$ cat config.mk
export PLATFORM = sky130hd
export DESIGN_NAME = lfu_cell
export DESIGN_NICKNAME = d
export VERILOG_FILES = /design/src/hw/rtl/assert_macros.svh /design/src/hw/rtl/lfu_pkg.sv /design/src/hw/rtl/lfu_cell.sv
export SDC_FILE = /design/constraint.sdc
export NUM_CORES = 1
export LEC_CHECK = 0
export ABC_AREA = 1
export BUFFER_PORTS_ARGS = -buffer_cell sky130_fd_sc_hd__buf_4
export CORE_MARGIN = 1.5
export CORE_UTILIZATION = 40
export CTS_BUF_LIST = sky130_fd_sc_hd__clkbuf_8 sky130_fd_sc_hd__clkbuf_16
export DETAILED_ROUTE_END_ITERATION = 8
export GPL_TIMING_DRIVEN = 0
export PLACE_DENSITY = 0.64
export SETUP_SLACK_MARGIN = 0.02
export SLEW_MARGIN = 20
export SYNTH_ARGS = -nofsm -noshare
export SYNTH_HDL_FRONTEND = slang
export SYNTH_SLANG_ARGS = --single-unit
$ cat constraint.sdc
create_clock -name clk_i -period 3.55 [get_ports clk_i]
set_clock_uncertainty 0.2 [all_clocks]
set_input_delay 0.355 -clock clk_i [delete_from_list [all_inputs] [get_ports clk_i]]
set_output_delay 0.355 -clock clk_i [all_outputs]
set_load 0.01 [all_outputs]
$ cat src/hw/rtl/assert_macros.svh
// Assertion helpers shared by the RTL. Under synthesis they expand to nothing.
`ifndef ASSERT_MACROS_SVH
`define ASSERT_MACROS_SVH

`ifndef SYNTHESIS
// Concurrent assertion, switched off while the reset is applied.
`define LFU_ASSERT(lbl, clk, rst_n, prop, msg) \
  lbl: assert property (@(posedge clk) disable iff (!rst_n) (prop)) \
    else $error(msg);
// Concurrent assertion that is also checked while the reset is applied.
`define LFU_ASSERT_ALWAYS(lbl, clk, prop, msg) \
  lbl: assert property (@(posedge clk) (prop)) else $error(msg);
`else
`define LFU_ASSERT(lbl, clk, rst_n, prop, msg)
`define LFU_ASSERT_ALWAYS(lbl, clk, prop, msg)
`endif

`endif

$ cat src/hw/rtl/lfu_pkg.sv
`timescale 1ns / 1ps

package lfu_pkg;

  localparam int unsigned ID_W  = 7;
  localparam int unsigned CNT_W = 16;
  localparam int unsigned CFG_W = 6;
  // Wide enough to number the cells of the largest supported chain (64).
  localparam int unsigned IDX_W = 6;

  localparam logic [CNT_W-1:0] CNT_SAT         = {CNT_W{1'b1}};
  localparam logic [CFG_W-1:0] FRAME_COUNT_RST = 6'd3;

  localparam logic OP_VOTE   = 1'b0;
  localparam logic OP_REPORT = 1'b1;

  typedef enum logic [1:0] {
    CELL_NOP   = 2'd0,
    CELL_HIT   = 2'd1,
    CELL_WRITE = 2'd2
  } cell_op_e;

  // Broadcast from the controller to every cell.
  typedef struct packed {
    cell_op_e             op;
    logic [ID_W-1:0]      cmp_id;
    logic [IDX_W-1:0]     tgt_idx;
    logic [ID_W-1:0]      new_id;
    logic [CNT_W-1:0]     new_time;
  } cell_cmd_t;

  // Running victim search, handed from cell to cell once per cycle.
  typedef struct packed {
    logic                 live;
    logic                 found;
    logic [CNT_W-1:0]     best_cnt;
    logic [CNT_W-1:0]     best_time;
    logic [ID_W-1:0]      best_id;
    logic [IDX_W-1:0]     best_idx;
    logic                 free_found;
    logic [IDX_W-1:0]     free_idx;
  } scan_tok_t;

endpackage

$ cat src/hw/rtl/lfu_cell.sv
`timescale 1ns / 1ps

// One frame: holds a resident id with its hit count and insertion time, and
// folds itself into the victim search token as it passes by.
module lfu_cell #(
  parameter int unsigned CELL_IDX = 0
) (
  input  logic                 clk_i,
  input  logic                 rst_ni,
  input  lfu_pkg::cell_cmd_t   cmd_i,
  input  lfu_pkg::scan_tok_t   tok_i,
  output lfu_pkg::scan_tok_t   tok_o,
  output logic                 valid_o,
  output logic                 match_o
);

  localparam logic [lfu_pkg::IDX_W-1:0] MY_IDX = lfu_pkg::IDX_W'(CELL_IDX);

  logic                        valid_q;
  logic [lfu_pkg::ID_W-1:0]    id_q;
  logic [lfu_pkg::CNT_W-1:0]   cnt_q;
  logic [lfu_pkg::CNT_W-1:0]   time_q;
  logic                        sel;
  lfu_pkg::scan_tok_t          tok_d, tok_q;

  assign match_o = valid_q && (id_q == cmd_i.cmp_id);
  assign sel     = (cmd_i.op == lfu_pkg::CELL_WRITE) && (cmd_i.tgt_idx == MY_IDX);
  assign valid_o = valid_q;
  assign tok_o   = tok_q;

  always_ff @(posedge clk_i or negedge rst_ni) begin
    if (!rst_ni) begin
      valid_q <= 1'b0;
    end else if (sel) begin
      valid_q <= 1'b1;
    end
  end

  always_ff @(posedge clk_i) begin
    unique case (cmd_i.op)
      lfu_pkg::CELL_HIT: begin
        if (match_o && (cnt_q != lfu_pkg::CNT_SAT)) begin
          cnt_q <= cnt_q + 1'b1;
        end
      end
      lfu_pkg::CELL_WRITE: begin
        if (sel) begin
          id_q   <= cmd_i.new_id;
          cnt_q  <= lfu_pkg::CNT_W'(1);
          time_q <= cmd_i.new_time;
        end
      end
      default: begin
      end
    endcase
  end

  // Lowest (count, insertion time, id) wins; the first free cell is noted too.
  always_comb begin
    tok_d = tok_i;
    if (valid_q) begin
      if (!tok_i.found ||
          ({cnt_q, time_q, id_q} < {tok_i.best_cnt, tok_i.best_time, tok_i.best_id})) begin
        tok_d.found     = 1'b1;
        tok_d.best_cnt  = cnt_q;
        tok_d.best_time = time_q;
        tok_d.best_id   = id_q;
        tok_d.best_idx  = MY_IDX;
      end
    end else if (!tok_i.free_found) begin
      tok_d.free_found = 1'b1;
      tok_d.free_idx   = MY_IDX;
    end
  end

  always_ff @(posedge clk_i or negedge rst_ni) begin
    if (!rst_ni) begin
      tok_q <= '0;
    end else begin
      tok_q <= tok_d;
    end
  end

endmodule

Yosys cells after proc, flatten, opt, wreduce, memory -nomap -nowiden
Cells that the tools add are included.
- register bits: 94
- input port bits: 94
- output and inout port bits: 56
- logic and storage cells: 36
- add/sub/neg operators: 1
- $lt $le $gt $ge: 1
- equal/unequal tests: 6
- muxes and demuxes: 7
- reduce and logical (&&, ||, !) cells: 9
- operator list (cell ; number):
    two-way mux 46 bit ; 2
    < comparator 39 bit ; 1
    two-way mux 16 bit ; 2
    one-hot mux 16 bit (2 select lines) ; 1
    adder 16 x 1 -> 16 bit, second input constant ; 1
    inequality test 16 bit, second input constant ; 1
    equality test 7 bit ; 1
    two-way mux 7 bit ; 1
    zero test 6 bit ; 1
    two-way mux 6 bit ; 1
    inequality test 2 bit, second input constant ; 2
    logical AND 1 bit ; 3
    AND reduction 3 bit ; 1
    equality test 2 x 1 -> 1 bit, second input constant ; 1
    equality test 2 bit, second input constant ; 1
    AND reduction 2 bit ; 1
    nonzero test 2 bit ; 1
    zero test 1 bit ; 1
    logical OR 1 bit ; 1

Logic depth before layout (Yosys ltp)
- depth in word-level cells: 5
- mapped depth: 18

Least setup slack after synthesis
OpenSTA, ideal clock, no wires.
- kind: reg2reg
- start: register cnt_q[0] in the netlist's numbering
- end: register cnt_q[0] in the netlist's numbering (enable)
- arrival time: 2344 ps
- required time: 2939 ps
- slack: 595 ps
- stages on the path, launching flop included: 9
- buffers on the path: 0
- path through: edfxtp_1 ha_1 nand3_1 nor3_2 nand2_1 nor3_2 nand3_1 nor3_1 o21ai_0
- longest elaborated chain between the ends: 4
- RTL lines (element ; line ; RTL):
    start: declaration ; lfu_cell.sv:21 ; logic [lfu_pkg::CNT_W-1:0] cnt_q;
    start signal: assignment ; lfu_cell.sv:43 ; cnt_q <= cnt_q + 1'b1;
    start signal: assignment ; lfu_cell.sv:49 ; cnt_q <= lfu_pkg::CNT_W'(1);
    inequality test 16 bit ; lfu_cell.sv:42 ; if (match_o && (cnt_q != lfu_pkg::CNT_SAT)) begin
    logical AND 1 bit ; lfu_cell.sv:42 ;
    inequality test 2 bit (no source line) ; n/a ;
    AND reduction 3 bit (no source line) ; n/a ;
No other way between the ends.
A chain may end at the register's enable or synchronous reset.

==> impl_metrics.toml <==
[critical_path]
setup.worst_path.end = "tok_o[50]"
worst_setup_path_startpoint = "tok_i[51]"
arrival_ps = 2840
worstReg2RegStart = "cnt_q[11]"
critical_path.startpoint_type = "input port"
critPathMaxFanout = 10
r2r_cells = 13
r2r_setup_slack_ps = 880
critical_path.reg2reg.endpoint = "tok_o[50]"
setup.worst_path.end_class = "register"
cp_data_required_time_ps = 3630
worstSetupPathType = "input port to register"

[placed_design]
place.gp.congestion = 0.827
place_hpwl_microns = 8890
detailed_place.area_sq_um = 6060
port_buffers = 149

[worst_hold_path]
hold_path.class = "input port to register"

[yosys]
post_synth_inst_count = 520
synth_xor_xnor_area_share_pct = 1.11
synth.yosys.seq_area_share_pct = 53.6
synth_adder_area_share_pct = 10.3
synthesis.area_sq_um = 4750
number_of_warnings_printed_during_yosys_synthesis = 0
synth-simple-area-share_pct = 22.0
synth.net_count = 653
synth_top_family_by_area = "simple AND/OR/NAND/NOR gates"
post_synth_cell_types = 30
ys_seq_elements = 94
synth_compound_gate_area_share_pct = 5.61
avgSynthCellArea_sq_um = 9.13
multiplexer_share_of_the_synthesized_area_pct = 0

[sta]
worst-slew-pin-transition_ps = 924
rsz0062_at_grt = "false"
min_period_over_period_pct = 77.6
slew_headroom_pct = 38.3
setup_violations = 0
timing.final.max_slew_violations = 0
finalHoldViolations = 0
max_freq_mhz = 363
final_period_minus_worst_setup_slack_ps = 2750

[detailed_routing]
postRouteWirelength_microns = 11900
first_pass_iters = 6
routedWlPerCell_microns = 13.9
drc = 13
drt-vias-per-instance = 4.78
final_antenna_net_count = 0
via_count = 4110
detailedRoute.firstIterationViolations = 163

[power]
totalPowerFinal_mw = 2.50
power.ir.vdd_worst_v = 0.000200
p_leak_nw = 3.45
power.density_nw_per_um2 = 375

[grt]
grt_util_met1_pct = 25.2
grt_use_met2_pct = 33.3
grt.total_usage_pct = 20.0
first_pass_grt_wire_length_microns = 19400
gr-max-usage-layer = "met2"
grt_start_max_net_pins = 56
via_count_of_the_first_global_routing_pass = 4095
antenna_found_initial = 0
globalRouteMet3Util_pct = 3.81
grt_remaining_overflow = 0

[floorplanning]
die_w_microns = 112
core_sq_um = 11500
boundaryPins = 150
floorplan.initialDensity_pct = 41.2
floorplan.die_area_sq_um = 12500
placementRows = 39
die_height_microns = 112

[clock_tree]
cts_htree_levels = 3
cts.repair.resized = 0
insertion_delay_to_the_later_sink_of_the_worst_skew_pair_ps = 350
clock_tree.buffer_depth = 2
cts_buffers = 9
root_buffer = "clkbuf_16"
clock_sink_count = 94
tritoncts = "yes"
cts.reportedPaths.clkPinSlew_ps = 60

[finish]
post_route_cells_drive_above_1_share_pct = 24.9
layout_commonest_cell = "buf_4"
post-route-cell-area_sq_um = 6670
leading_cell_types_in_the_layout_fill_and_taps_excluded = "buf_4, nand2_1, inv_1"
synthToLayoutAreaGrowth_pct = 40.4
finish.net_count = 844
n_antenna_cell = 0

[run_status]
violations = "DRC"
outcome = "finished, violations left"

[flow_run]
max_cap_violations = 0
[how the worst min path moves through the flow]
stage,from,end,cells after the start,slack [ps]
floorplan,rst_ni,tok_o[0],0,-140
global placement,rst_ni,tok_o[16],1,250
detailed placement,tok_i[53],tok_o[53],1,270
CTS,tok_i[40],tok_o[40],3,0.004
global route,tok_i[23],tok_o[23],3,10
finish,tok_i[40],tok_o[40],3,10
[metrics by stage]
step                      hold WS (ps)  utilization, %  TNS (ps)  setup WS (ps)  std cells
after CTS                      0.00383            57.9         0            762        859
after global routing              14.0            57.9         0            560        859
after floorplan                   -141               -         0            595        520
after detailed placement           269            52.6         0            869        813
after global placement             251            52.5      -291          -19.1        812
final                             12.0            57.9         0            795        859
[cell type report]
type	instances	area [sq um]
Sequential cell	94	2550
Fill cell	986	4850
Clock buffer	9	225
Timing Repair Buffer	180	1430
Buffer	13	70.1
Clock inverter	7	82.6
Inverter	75	282
Multi-Input combinational cell	338	1850
Tap cell	143	179
[kinds of logic after synthesis]
group,Yosys count
adder cells (fa/ha/maj),39
AO/OA/AOI/OAI,47
AND/OR/NAND/NOR,246
buffers and inverters,88
flip-flops,94
XOR/XNOR,6
[layer usage]
layer	vias to the layer above	part of all wire, %
met4	0	2.5
met1	1894	43
met3	19	6.5
li1	2060	-
met2	137	48
met5	-	0
[worst max-delay path, cell delays in order]
cell and delay [ps]:
dlygate4sd3_1 520, buf_4 100, inv_1 30, ha_1 300, nand2_1 90, nor2_1 60
a21boi_0 120, nor2_1 170, nand2_1 110, nor2_1 130, nand2_2 70, nand2_4 120
clkbuf_1 400, nand3_1 140, nand2_1 110
[repair_timing]
action                                  CTS  global route
buffers inserted                          0             0
endpoints found under the setup margin    0             0
endpoints found under the hold margin    84             0
hold buffers                             30             0
[synth_stat cells]
library cell	number	area share, %
nand2_1	142	11
inv_1	75	5.9
dfrtp_1	55	29
nand3_1	47	5.0
edfxtp_1	39	25
ha_1	39	10
nor2_1	39	3.1
a21oi_1	23	2.4
o21ai_0	10	1.1
a21boi_0	7	1.1
buf_2	5	0.53
nand4_1	5	0.66
buf_1	3	0.24
clkbuf_1	3	0.24
xnor2_1	3	0.55
xor2_1	3	0.55
a21o_1	2	0.32
a31oi_1	2	0.26
buf_6	2	0.47
nand2_4	2	0.47
nor3_1	2	0.21
nor3_2	2	0.42
o21a_1	2	0.32
or2_2	2	0.26
and2_1	1	0.13
nand2_2	1	0.13
nor2_2	1	0.13
nor3b_1	1	0.16
nor4_1	1	0.13
o22ai_1	1	0.13
[registers in the layout (all words and copies together) (netlist names)]
| signal | cells |
|---|---|
| cnt_q | 16 |
| id_q | 7 |
| time_q | 16 |
| tok_o | 54 |
| valid_o | 1 |
[report_power, final]
group	switching, mW	internal, mW
Sequential	0.0106	1.16
Clock	0.404	0.607
Combinational	0.147	0.172
Note: power is estimated with default switching activity, not from simulation.
